File: src/design/mwr_pkg.sv
// shared types and constants for the serial eeprom word reader
package mwr_pkg;

  // default sizes of the eeprom word address and data word
  localparam int ADDR_BITS_DEF = 6;
  localparam int DATA_BITS_DEF = 16;

  // fixed field widths
  localparam int WORD_W  = 16;
  localparam int PAIRS_W = 6;
  localparam int PHASE_W = PAIRS_W + 2;

  // idle run length after reset
  localparam logic [PAIRS_W-1:0] IDLE_PAIRS_RESET = 6'd25;

  // request codes
  localparam logic REQ_TICK  = 1'b0;
  localparam logic REQ_START = 1'b1;

  // command prefix ahead of the address: two zeros, start bit, read opcode
  localparam logic [4:0] CMD_PREFIX = 5'b00110;

  // sequencer stages
  typedef enum logic [2:0] {
    ST_IDLE  = 3'd0,
    ST_IDLE1 = 3'd1,
    ST_PRE   = 3'd2,
    ST_CMD   = 3'd3,
    ST_GAP   = 3'd4,
    ST_DATA  = 3'd5,
    ST_IDLE2 = 3'd6
  } stage_t;

  // result of one transfer
  typedef struct packed {
    logic              chip_select;
    logic              serial_clock;
    logic              serial_data_out;
    logic              busy_res;
    logic              word_valid;
    logic [WORD_W-1:0] read_word;
  } res_t;

endpackage

File: src/design/mwr_in_if.sv
// request channel: tick or start, with address and sampled data pin
interface mwr_in_if #(
  parameter int ADDR_BITS = mwr_pkg::ADDR_BITS_DEF
);
  logic                 valid;
  logic                 ready;
  logic                 req_type;
  logic [ADDR_BITS-1:0] word_address;
  logic                 data_in_sample;

  modport source (output valid, output req_type, output word_address,
                  output data_in_sample, input ready);
  modport sink (input valid, input req_type, input word_address,
                input data_in_sample, output ready);
endinterface

File: src/design/mwr_out_if.sv
// result channel: pin levels for one phase plus status and word
interface mwr_out_if;
  logic                      valid;
  logic                      ready;
  logic                      chip_select;
  logic                      serial_clock;
  logic                      serial_data_out;
  logic                      busy_res;
  logic                      word_valid;
  logic [mwr_pkg::WORD_W-1:0] read_word;

  modport source (output valid, output chip_select, output serial_clock,
                  output serial_data_out, output busy_res, output word_valid,
                  output read_word, input ready);
  modport sink (input valid, input chip_select, input serial_clock,
                input serial_data_out, input busy_res, input word_valid,
                input read_word, output ready);
endinterface

File: src/design/mwr_seq.sv
// read sequencer: state registers and the per-transfer phase decode
module mwr_seq #(
  parameter int ADDR_BITS = mwr_pkg::ADDR_BITS_DEF,
  parameter int DATA_BITS = mwr_pkg::DATA_BITS_DEF
) (
  input  logic                        clk,
  input  logic                        rst_n,
  input  logic                        accept,
  input  logic                        req_type,
  input  logic [ADDR_BITS-1:0]        word_address,
  input  logic                        data_in_sample,
  input  logic [mwr_pkg::PAIRS_W-1:0] idle_pairs,
  output mwr_pkg::res_t               res
);

  localparam int CMD_BITS = ADDR_BITS + 5;
  localparam logic [mwr_pkg::PHASE_W-1:0] CMD_END  = mwr_pkg::PHASE_W'(2 * CMD_BITS);
  localparam logic [mwr_pkg::PHASE_W-1:0] DATA_END = mwr_pkg::PHASE_W'(2 * DATA_BITS);
  localparam logic [mwr_pkg::PHASE_W-1:0] PRE_END  = mwr_pkg::PHASE_W'(2);

  logic                          busy_r, busy_nxt;
  mwr_pkg::stage_t               stage_r, stage_nxt;
  logic [mwr_pkg::PHASE_W-1:0]   phase_r, phase_nxt;
  logic [CMD_BITS-1:0]           cmd_r, cmd_nxt;
  logic [DATA_BITS-1:0]          data_r, data_nxt;
  logic                          pend_r, pend_nxt;

  logic                          is_tick;
  logic                          start_ok;
  logic [mwr_pkg::PHASE_W-1:0]   pairs_end;
  logic [mwr_pkg::PHASE_W-1:0]   phase_inc;
  logic                          idle_last;
  logic                          idle_clk;

  // idle run decode shared by both idle stages
  assign pairs_end = {(mwr_pkg::PHASE_W-1)'(idle_pairs) + (mwr_pkg::PHASE_W-1)'(1), 1'b0};
  assign idle_last = (phase_r >= pairs_end + mwr_pkg::PHASE_W'(1));
  assign idle_clk  = (phase_r >= pairs_end) ? 1'b0 : phase_r[0];
  assign phase_inc = phase_r + mwr_pkg::PHASE_W'(1);
  assign is_tick   = accept && (req_type == mwr_pkg::REQ_TICK) && busy_r;
  assign start_ok  = accept && (req_type == mwr_pkg::REQ_START) && !busy_r;

  // next state
  always_comb begin
    busy_nxt  = busy_r;
    stage_nxt = stage_r;
    phase_nxt = phase_r;
    cmd_nxt   = cmd_r;
    data_nxt  = data_r;
    pend_nxt  = pend_r;
    if (start_ok) begin
      cmd_nxt   = {mwr_pkg::CMD_PREFIX, word_address};
      data_nxt  = '0;
      pend_nxt  = 1'b0;
      phase_nxt = '0;
      stage_nxt = mwr_pkg::ST_IDLE1;
      busy_nxt  = 1'b1;
    end else if (is_tick) begin
      if (pend_r) begin
        data_nxt = {data_r[DATA_BITS-2:0], data_in_sample};
        pend_nxt = 1'b0;
      end
      unique case (stage_r)
        mwr_pkg::ST_IDLE1: begin
          if (idle_last) begin
            stage_nxt = mwr_pkg::ST_PRE;
            phase_nxt = '0;
          end else begin
            phase_nxt = phase_inc;
          end
        end
        mwr_pkg::ST_PRE: begin
          phase_nxt = phase_inc;
          if (phase_inc >= PRE_END) begin
            stage_nxt = mwr_pkg::ST_CMD;
            phase_nxt = '0;
          end
        end
        mwr_pkg::ST_CMD: begin
          if (phase_r[0]) cmd_nxt = {cmd_r[CMD_BITS-2:0], 1'b0};
          phase_nxt = phase_inc;
          if (phase_inc >= CMD_END) begin
            stage_nxt = mwr_pkg::ST_GAP;
            phase_nxt = '0;
          end
        end
        mwr_pkg::ST_GAP: begin
          stage_nxt = mwr_pkg::ST_DATA;
          phase_nxt = '0;
        end
        mwr_pkg::ST_DATA: begin
          if (!phase_r[0]) pend_nxt = 1'b1;
          phase_nxt = phase_inc;
          if (phase_inc >= DATA_END) begin
            stage_nxt = mwr_pkg::ST_IDLE2;
            phase_nxt = '0;
          end
        end
        mwr_pkg::ST_IDLE2: begin
          if (idle_last) begin
            busy_nxt  = 1'b0;
            stage_nxt = mwr_pkg::ST_IDLE;
            phase_nxt = '0;
          end else begin
            phase_nxt = phase_inc;
          end
        end
        default: begin
          busy_nxt  = 1'b0;
          stage_nxt = mwr_pkg::ST_IDLE;
          phase_nxt = '0;
        end
      endcase
    end
  end

  // pin levels and status for this transfer
  always_comb begin
    res          = '0;
    res.busy_res = busy_nxt;
    if (is_tick) begin
      unique case (stage_r)
        mwr_pkg::ST_IDLE1: begin
          res.chip_select  = !idle_last;
          res.serial_clock = !idle_last && idle_clk;
        end
        mwr_pkg::ST_PRE: begin
          res.chip_select  = 1'b1;
          res.serial_clock = phase_r[0];
        end
        mwr_pkg::ST_CMD: begin
          res.chip_select     = 1'b1;
          res.serial_clock    = phase_r[0];
          res.serial_data_out = cmd_r[CMD_BITS-1];
        end
        mwr_pkg::ST_GAP: begin
          res.chip_select = 1'b1;
        end
        mwr_pkg::ST_DATA: begin
          res.chip_select  = 1'b1;
          res.serial_clock = !phase_r[0];
        end
        mwr_pkg::ST_IDLE2: begin
          res.chip_select  = !idle_last;
          res.serial_clock = !idle_last && idle_clk;
          res.word_valid   = idle_last;
          res.read_word    = idle_last ? mwr_pkg::WORD_W'(data_nxt) : '0;
        end
        default: begin
          res.chip_select = 1'b0;
        end
      endcase
    end
  end

  // state registers
  always_ff @(posedge clk) begin
    if (!rst_n) begin
      busy_r  <= 1'b0;
      stage_r <= mwr_pkg::ST_IDLE;
      phase_r <= '0;
      cmd_r   <= '0;
      data_r  <= '0;
      pend_r  <= 1'b0;
    end else begin
      busy_r  <= busy_nxt;
      stage_r <= stage_nxt;
      phase_r <= phase_nxt;
      cmd_r   <= cmd_nxt;
      data_r  <= data_nxt;
      pend_r  <= pend_nxt;
    end
  end

endmodule

File: src/design/microwire_eeprom_word_reader_top.sv
// serial eeprom word reader: one phase decode per transfer, registered result
// a result appears in the output register in the cycle after its request transfer
// one request per cycle unless the output stalls; output refills in the cycle it drains
// a read takes 2*(N+1)+2 idle phases twice, 2 preamble, 2*(ADDR_BITS+5) command,
// 1 gap and 2*DATA_BITS data phases, one tick each, N being the idle pair count
// reset (rst_n low, synchronous): sequencer idle, output empty, idle pair count 25
module microwire_eeprom_word_reader_top #(
  parameter int ADDR_BITS = mwr_pkg::ADDR_BITS_DEF,
  parameter int DATA_BITS = mwr_pkg::DATA_BITS_DEF
) (
  input  logic                        clk,
  input  logic                        rst_n,
  mwr_in_if.sink                      in_ch,
  mwr_out_if.source                   out_ch,
  input  logic                        cfg_we,
  input  logic [mwr_pkg::PAIRS_W-1:0] cfg_wdata
);

  logic [mwr_pkg::PAIRS_W-1:0] idle_pairs_r;
  logic                        out_valid_r;
  mwr_pkg::res_t               out_res_r;
  mwr_pkg::res_t               res;
  logic                        accept;

  // take a request whenever the output register is free or draining
  assign in_ch.ready = !out_valid_r || out_ch.ready;
  assign accept      = in_ch.valid && in_ch.ready;

  // idle run length register
  always_ff @(posedge clk) begin
    if (!rst_n) begin
      idle_pairs_r <= mwr_pkg::IDLE_PAIRS_RESET;
    end else if (cfg_we) begin
      idle_pairs_r <= cfg_wdata;
    end
  end

  mwr_seq #(
    .ADDR_BITS (ADDR_BITS),
    .DATA_BITS (DATA_BITS)
  ) u_seq (
    .clk            (clk),
    .rst_n          (rst_n),
    .accept         (accept),
    .req_type       (in_ch.req_type),
    .word_address   (in_ch.word_address),
    .data_in_sample (in_ch.data_in_sample),
    .idle_pairs     (idle_pairs_r),
    .res            (res)
  );

  // output register
  always_ff @(posedge clk) begin
    if (!rst_n) begin
      out_valid_r <= 1'b0;
    end else if (accept) begin
      out_valid_r <= 1'b1;
    end else if (out_ch.ready) begin
      out_valid_r <= 1'b0;
    end
  end

  always_ff @(posedge clk) begin
    if (accept) begin
      out_res_r <= res;
    end
  end

  assign out_ch.valid           = out_valid_r;
  assign out_ch.chip_select     = out_res_r.chip_select;
  assign out_ch.serial_clock    = out_res_r.serial_clock;
  assign out_ch.serial_data_out = out_res_r.serial_data_out;
  assign out_ch.busy_res        = out_res_r.busy_res;
  assign out_ch.word_valid      = out_res_r.word_valid;
  assign out_ch.read_word       = out_res_r.read_word;

endmodule
File: src/flat_wrapper.sv
// flat-port wrapper written by rule: the top's interface ports become plain ports
module microwire_eeprom_word_reader_top_flat 
#(
  parameter int ADDR_BITS = mwr_pkg::ADDR_BITS_DEF,
  parameter int DATA_BITS = mwr_pkg::DATA_BITS_DEF
)
  (clk, rst_n, cfg_we, cfg_wdata, in_ch_valid, in_ch_req_type, in_ch_word_address, in_ch_data_in_sample, in_ch_ready, out_ch_valid, out_ch_chip_select, out_ch_serial_clock, out_ch_serial_data_out, out_ch_busy_res, out_ch_word_valid, out_ch_read_word, out_ch_ready);
  mwr_in_if #(.ADDR_BITS(ADDR_BITS)) in_ch_i ();
  mwr_out_if out_ch_i ();
  input  logic clk;
  input  logic rst_n;
  input  logic cfg_we;
  input  logic [mwr_pkg::PAIRS_W-1:0] cfg_wdata;
  input wire logic [$bits(in_ch_i.valid)-1:0] in_ch_valid;
  input wire logic [$bits(in_ch_i.req_type)-1:0] in_ch_req_type;
  input wire logic [$bits(in_ch_i.word_address)-1:0] in_ch_word_address;
  input wire logic [$bits(in_ch_i.data_in_sample)-1:0] in_ch_data_in_sample;
  output wire logic [$bits(in_ch_i.ready)-1:0] in_ch_ready;
  output wire logic [$bits(out_ch_i.valid)-1:0] out_ch_valid;
  output wire logic [$bits(out_ch_i.chip_select)-1:0] out_ch_chip_select;
  output wire logic [$bits(out_ch_i.serial_clock)-1:0] out_ch_serial_clock;
  output wire logic [$bits(out_ch_i.serial_data_out)-1:0] out_ch_serial_data_out;
  output wire logic [$bits(out_ch_i.busy_res)-1:0] out_ch_busy_res;
  output wire logic [$bits(out_ch_i.word_valid)-1:0] out_ch_word_valid;
  output wire logic [$bits(out_ch_i.read_word)-1:0] out_ch_read_word;
  input wire logic [$bits(out_ch_i.ready)-1:0] out_ch_ready;
  assign in_ch_i.valid = in_ch_valid;
  assign in_ch_i.req_type = in_ch_req_type;
  assign in_ch_i.word_address = in_ch_word_address;
  assign in_ch_i.data_in_sample = in_ch_data_in_sample;
  assign in_ch_ready = in_ch_i.ready;
  assign out_ch_valid = out_ch_i.valid;
  assign out_ch_chip_select = out_ch_i.chip_select;
  assign out_ch_serial_clock = out_ch_i.serial_clock;
  assign out_ch_serial_data_out = out_ch_i.serial_data_out;
  assign out_ch_busy_res = out_ch_i.busy_res;
  assign out_ch_word_valid = out_ch_i.word_valid;
  assign out_ch_read_word = out_ch_i.read_word;
  assign out_ch_i.ready = out_ch_ready;
  microwire_eeprom_word_reader_top #(.ADDR_BITS(ADDR_BITS), .DATA_BITS(DATA_BITS)) u_core (.clk(clk), .rst_n(rst_n), .in_ch(in_ch_i), .out_ch(out_ch_i), .cfg_we(cfg_we), .cfg_wdata(cfg_wdata));
endmodule
File: config.mk
export PLATFORM = sky130hd
export DESIGN_NAME = microwire_eeprom_word_reader_top_flat
export DESIGN_NICKNAME = d
export VERILOG_FILES = /design/src/design/mwr_pkg.sv /design/src/design/mwr_in_if.sv /design/src/design/mwr_out_if.sv /design/src/design/mwr_seq.sv /design/src/design/microwire_eeprom_word_reader_top.sv /design/src/flat_wrapper.sv
export SDC_FILE = /design/constraint.sdc
export NUM_CORES = 1
export LEC_CHECK = 0
export ABC_AREA = 0
export CAP_MARGIN = 20
export CORE_MARGIN = 2
export CORE_UTILIZATION = 25
export CTS_CLUSTER_SIZE = 16
export DETAILED_ROUTE_END_ITERATION = 16
export DONT_BUFFER_PORTS = 1
export HOLD_SLACK_MARGIN = 0.06
export PLACE_DENSITY = 0.37
export SLEW_MARGIN = 0
export SYNTH_ARGS = -nofsm -noshare
export SYNTH_HDL_FRONTEND = slang
export SYNTH_SLANG_ARGS = --single-unit
File: constraint.sdc
create_clock -name clk -period 3.5 [get_ports clk]
set_input_delay 0.525 -clock clk [delete_from_list [all_inputs] [get_ports clk]]
set_output_delay 0.525 -clock clk [all_outputs]
set_load 0.01 [all_outputs]
-- Yosys cells after proc, flatten, opt, wreduce, memory -nomap -nowiden
Cells that the tools add are included.
- logic and storage cells: 100
- output and inout port bits: 23
- input bits: 19
- register bits: 68
- reduce and logical (&&, ||, !) cells: 27
- magnitude comparators: 5
- mux-type cells: 31
- add/sub/neg operators: 3
- bitwise operators: 2
- equal/unequal tests: 16
- operators by type and width (kind ; number):
    $mux 16 ; 3
    $mux 9 ; 4
    $mux 8 ; 4
    $pmux 8 s4 ; 1
    $pmux 3 s6 ; 1
    $add 8x1->8 const B ; 2
    $ge 8x8->1 ; 2
    $mux 3 ; 5
    $ne 3x3->1 const B ; 5
    $reduce_and 6->1 ; 2
    $mux 1 ; 10
    $ne 2x2->1 const B ; 5
    $eq 3x3->1 const B ; 3
    $reduce_and 3->1 ; 3
    $ge 8x2->1 const B ; 1
    $ge 8x5->1 const B ; 1
    $ge 8x6->1 const B ; 1
    $reduce_bool 2->1 ; 4
    $add 6x1->7 const B ; 1
    $eq 3x2->1 const B ; 2
    $logic_and 1x1->1 ; 6
    $reduce_or 2->1 ; 3
    $reduce_or 5->1 ; 1
    $logic_not 1->1 ; 4
    7 further kinds ; 10

-- Longest topological paths before layout
- depth in word-level cells: 7
- gate-level depth with buffers: 11

-- Cells and area by module
Synthesis repeated with hierarchy kept, for this count alone.
- cells, all modules: 333
- area, all modules: 3290.7 um2
- by module, submodules not included (module ; cells each ; area an instance (um2) ; instances):
    mwr_seq ; 288 ; 2387.3 ; 1
    microwire_eeprom_word_reader_top ; 45 ; 903.4 ; 1

-- Worst setup path after synthesis
No wires, ideal clock.
- path kind: register to register
- start point: register u_core.idle_pairs_r[0] in the netlist's numbering
- end point: register u_core.u_seq.stage_r[0]
- cell stages (with the launch flop): 11
- buffers on the path: 1
- data arrival time: 2263 ps
- period minus slack after synthesis: 2382 ps
- path slack: 1118 ps
- cell sequence: dfxtp_1 ha_1 and3_1 xnor2_1 ha_1 a21oi_1 o21ai_0 a211oi_1 clkbuf_1 nor4_1 o31a_1
- word-level cells in the longest chain between the ends: 5
- RTL lines (what ; line ; text):
    start: declaration ; microwire_eeprom_word_reader_top.sv:19 ; logic [mwr_pkg::PAIRS_W-1:0] idle_pairs_r;
    start signal: assignment ; microwire_eeprom_word_reader_top.sv:32 ; idle_pairs_r <= mwr_pkg::IDLE_PAIRS_RESET;
    start signal: assignment ; microwire_eeprom_word_reader_top.sv:34 ; idle_pairs_r <= cfg_wdata;
    $add 6x1->7 (*) ; mwr_seq.sv:36 ; assign pairs_end = {(mwr_pkg::PHASE_W-1)'(idle_pairs) + (mwr_pkg::PHASE_W-1)'(1), 1'b0};
    $add 8x1->8 (*) ; mwr_seq.sv:37 ; assign idle_last = (phase_r >= pairs_end + mwr_pkg::PHASE_W'(1));
    $ge 8x8->1 (*) ; mwr_seq.sv:37 ;
    $ne 3x3->1 (no source line) ; n/a ;
    $reduce_and 6->1 (no source line) (*) ; n/a ;
    end signal: assignment ; mwr_seq.sv:160 ; stage_r <= mwr_pkg::ST_IDLE;
    end signal: assignment ; mwr_seq.sv:167 ; stage_r <= stage_nxt;
    end: declaration ; mwr_seq.sv:22 ; mwr_pkg::stage_t stage_r, stage_nxt;
Every way passes the cells marked *; elsewhere a longest branch is shown, timed or not.
A chain may end at the register's enable or synchronous reset.

-- Worst setup path after layout
- start point: register u_core.idle_pairs_r[0] in the netlist's numbering
- end point: register u_core.u_seq.phase_r[5] in the netlist's numbering
- word-level cells in the longest chain between the ends: 5
- RTL lines (what ; line ; text):
    $add 6x1->7 ; mwr_seq.sv:36 ;
    $add 8x1->8 ; mwr_seq.sv:37 ;
    $ge 8x8->1 ; mwr_seq.sv:37 ;
    $mux 8 ; mwr_seq.sv:65, mwr_seq.sv:100 ;
    $pmux 8 s4 ; mwr_seq.sv:63 ; unique case (stage_r)
    end signal: assignment ; mwr_seq.sv:168 ; phase_r <= phase_nxt;
    end: declaration ; mwr_seq.sv:23 ; logic [mwr_pkg::PHASE_W-1:0] phase_r, phase_nxt;
No other way between the ends.

==> impl_metrics.toml <==
[clock_network]
cts_root_buf = "clkbuf_16"
cts_hold_buf = 0
clockBufferDepth = 2
cts_buffers = 9
clk_latency_ps = 340
cts_sinks = 68
ctsResizeCount = 0
clk_pin_slew_worst_paths_ps = 60
h-tree-depth = 3
cts_tree = "done"
cts_setup_buffers = 0

[hold_path]
hold_depth = 1
min_to = "u_core.idle_pairs_r[3]"
min_path_type = "in2reg"
holdCritStartpoint = "rst_n"

[synthesis]
syn_avg_cell_area_sq_um = 9.769
async_flop_share_pct = 0
synth_seq_area_share_pct = 49.04
synth_ff_type = "dfxtp_1"
yosysWarnings = 0
synth_cell_types = 49
synthesis.nets = 360
syn_inst = 328
synth-seq-cells = 68
synth_area_sq_um = 3204
synth_edf_count = 21

[placement]
place.gp.congestion = 0.8288
dpl_cell_area_sq_um = 3411
dp_slack_ps = 899.0
io_buffers = 0
dp_hpwl_um = 5034

[pwr]
power_frac_comb_pct = 3.9
leakage_nw = 1.433
clkPwrFrac_pct = 50.7
intPower_mw = 1.486
vdd_drop_max_uv = 238.4
share_seq_of_total_power_pct = 45.4
p_per_area_nw_per_um2 = 507.8
sw_frac_of_total_pct = 21.35
p_sw_mw = 0.4034

[worst_setup_path]
critPathLaunchType = "flop"
worstPathArrival_ps = 2920
cp-end-kind = "flop"
worstPathCellList = "ha_1, and3_1, nand3_1, ha_1, a21oi_1, o21ai_0, a21oi_1, nand2b_1, or4_1, a21oi_1"
crit_slowest_cell = "or4_1"
cp_max_fo = 5
cpPeakStageDelay_ps = 520
r2r_start = "u_core.idle_pairs_r[0]"
crit_top_cell = "a21oi_1"
r2r_slack_ps = 850
critPathKind = "reg2reg"
regToRegEndpoint = "u_core.u_seq.phase_r[5]"
reg2reg_depth = 10
required_ps = 3770

[cells_and_area]
final_cell_mix = "47 x dfxtp_1, 45 x nor2_1, 28 x nand2_1"
fin_util_pct = 29.61
fin_area_sq_um = 3721
layout_commonest_cell = "dfxtp_1"
syn_to_final_growth_pct = 16.13
nets = 364
layout-drive-gt1-share_pct = 8.309
diodes = 0

[sta]
maxSlewHeadroom_pct = 50.80
setup-tns-final_ps = 0
hold_viol = 0
holdWs_ps = 254.6
setup_viol = 0
max_slew.worst_pin.slew_ps = 735.3
setup_ws_ps = 854.7
slew_violations = 0
max_freq_mhz = 378.0
rsz0062_at_grt = "false"
finalCriticalPeriod_ps = 2645
fin_skew_ps = 7.998
finalCritPeriodShare_pct = 75.58

[outcome]
status = "finished clean"

[drt]
ant_nets = 0
vias = 2310
wl_um = 7280
drc = 0
drtIter0Drc = 119
vias_per_cell = 4.538
wl_per_cell_um = 14.30
firstDrtPassIters = 4

[grt]
antenna_found_initial = 0
first_global_vias = 2329
grt_max_degree = 28
grtUsageTotal_pct = 11.56
grt_pass1_wl_um = 11940
grt-ovfl-total = 0

[floorplan]
dieHeight_um = 117.2
core_sq_um = 12570
initial_core_util_pct = 25.50
die-area_sq_um = 13740
die_w_um = 117.2
pin_count = 42
rows = 41

[run]
cap_violations = 0
state kept, by name, summed over array words and instances, names as in the netlist, 3 cells and up:
register	flops
u_core.idle_pairs_r	6
u_core.out_ch.read_word	16
u_core.u_seq.cmd_r	11
u_core.u_seq.data_r	16
u_core.u_seq.phase_r	8
u_core.u_seq.stage_r	3
cell usage after synthesis, types with 2 or more instances:
cell type | count | share of area, %
a211oi_1 | 2 | 0.47
a21boi_0 | 7 | 1.6
a21oi_1 | 17 | 2.7
a221oi_1 | 2 | 0.55
a22oi_1 | 5 | 1.2
and2_1 | 5 | 0.98
and3_1 | 5 | 0.98
and3b_1 | 2 | 0.55
and4_1 | 2 | 0.55
buf_2 | 4 | 0.62
buf_4 | 2 | 0.47
clkbuf_1 | 9 | 1.1
dfxtp_1 | 47 | 29
edfxtp_1 | 21 | 20
ha_1 | 13 | 5.1
inv_1 | 10 | 1.2
mux2i_1 | 24 | 7.5
nand2_1 | 28 | 3.3
nand2b_1 | 6 | 1.2
nand3_1 | 8 | 1.2
nand3b_1 | 2 | 0.47
nand4_1 | 2 | 0.39
nor2_1 | 45 | 5.3
nor2b_1 | 4 | 0.78
nor3_1 | 2 | 0.31
nor4_1 | 4 | 0.78
o21a_1 | 4 | 0.94
o21ai_0 | 10 | 1.6
o311a_1 | 2 | 0.62
o31a_1 | 4 | 1.1
or2_2 | 3 | 0.59
or3_1 | 2 | 0.39
or4_1 | 3 | 0.70
xnor2_1 | 4 | 1.1
xor2_1 | 4 | 1.1
power groups by stage:
stage                     Clock (mW)  Sequential (mW)  Combinational (mW)
after floorplan                    0            0.870              0.0583
after global placement             0            0.875              0.0751
after detailed placement           0            0.875              0.0760
after CTS                      0.994            0.858              0.0762
after global routing            1.03            0.861              0.0849
final                          0.957            0.858              0.0743
worst max-delay path by stage:
stage                           startpoint                       to  slack [ps]
finish              u_core.idle_pairs_r[0]  u_core.u_seq.phase_r[5]         850
global route        u_core.idle_pairs_r[0]  u_core.u_seq.phase_r[5]         590
CTS                 u_core.idle_pairs_r[0]  u_core.u_seq.phase_r[5]         870
floorplan           u_core.idle_pairs_r[0]  u_core.u_seq.stage_r[0]        1120
global placement    u_core.idle_pairs_r[0]  u_core.u_seq.phase_r[3]         990
detailed placement  u_core.idle_pairs_r[0]  u_core.u_seq.phase_r[5]         900
per-layer routing:
| metal | global-route usage (%) | routed length (um) |
|---|---|---|
| met1 | 13.73 | 3304 |
| met2 | 18.81 | 3531 |
| met5 | 0 | 0 |
| met3 | 4.068 | 286 |
| met4 | 5.176 | 157 |
metrics by stage:
stage | instances | power, mW
CTS | 509 | 1.928
global placement | 493 | 0.9498
floorplan | 328 | 0.9285
detailed placement | 493 | 0.9512
global route | 509 | 1.973
finish | 509 | 1.890
critical path, delay by kind of cell (launching register included):
kind                       cells  cell delay, ps
AOI/OAI and AO/OA              4             730
adders and majority gates      2             500
DFF                            1             390
and+or+nand+nor                4             980
cell families (layout without fill, tap and decap cells):
family / after synthesis / in the layout / share of synthesized area (%)
simple gates: 127 / 127 / 19.72
flops: 68 / 68 / 49.04
compound gates: 61 / 61 / 12.69
buf+inv: 26 / 35 / 3.436
mux: 25 / 25 / 7.848
fa+ha+maj: 13 / 13 / 5.076
xor+xnor: 8 / 8 / 2.186
area by class of cell:
class / instances / area, sq um
Tap cell: 172 / 215.2
Fill cell: 1321 / 8847
Clock buffer: 11 / 232.7
Sequential cell: 68 / 1572
Inverter: 11 / 41.29
Timing Repair Buffer: 8 / 60.06
Clock inverter: 5 / 77.57
Multi-Input combinational cell: 234 / 1523
Note: power is estimated with default switching activity, not from simulation.
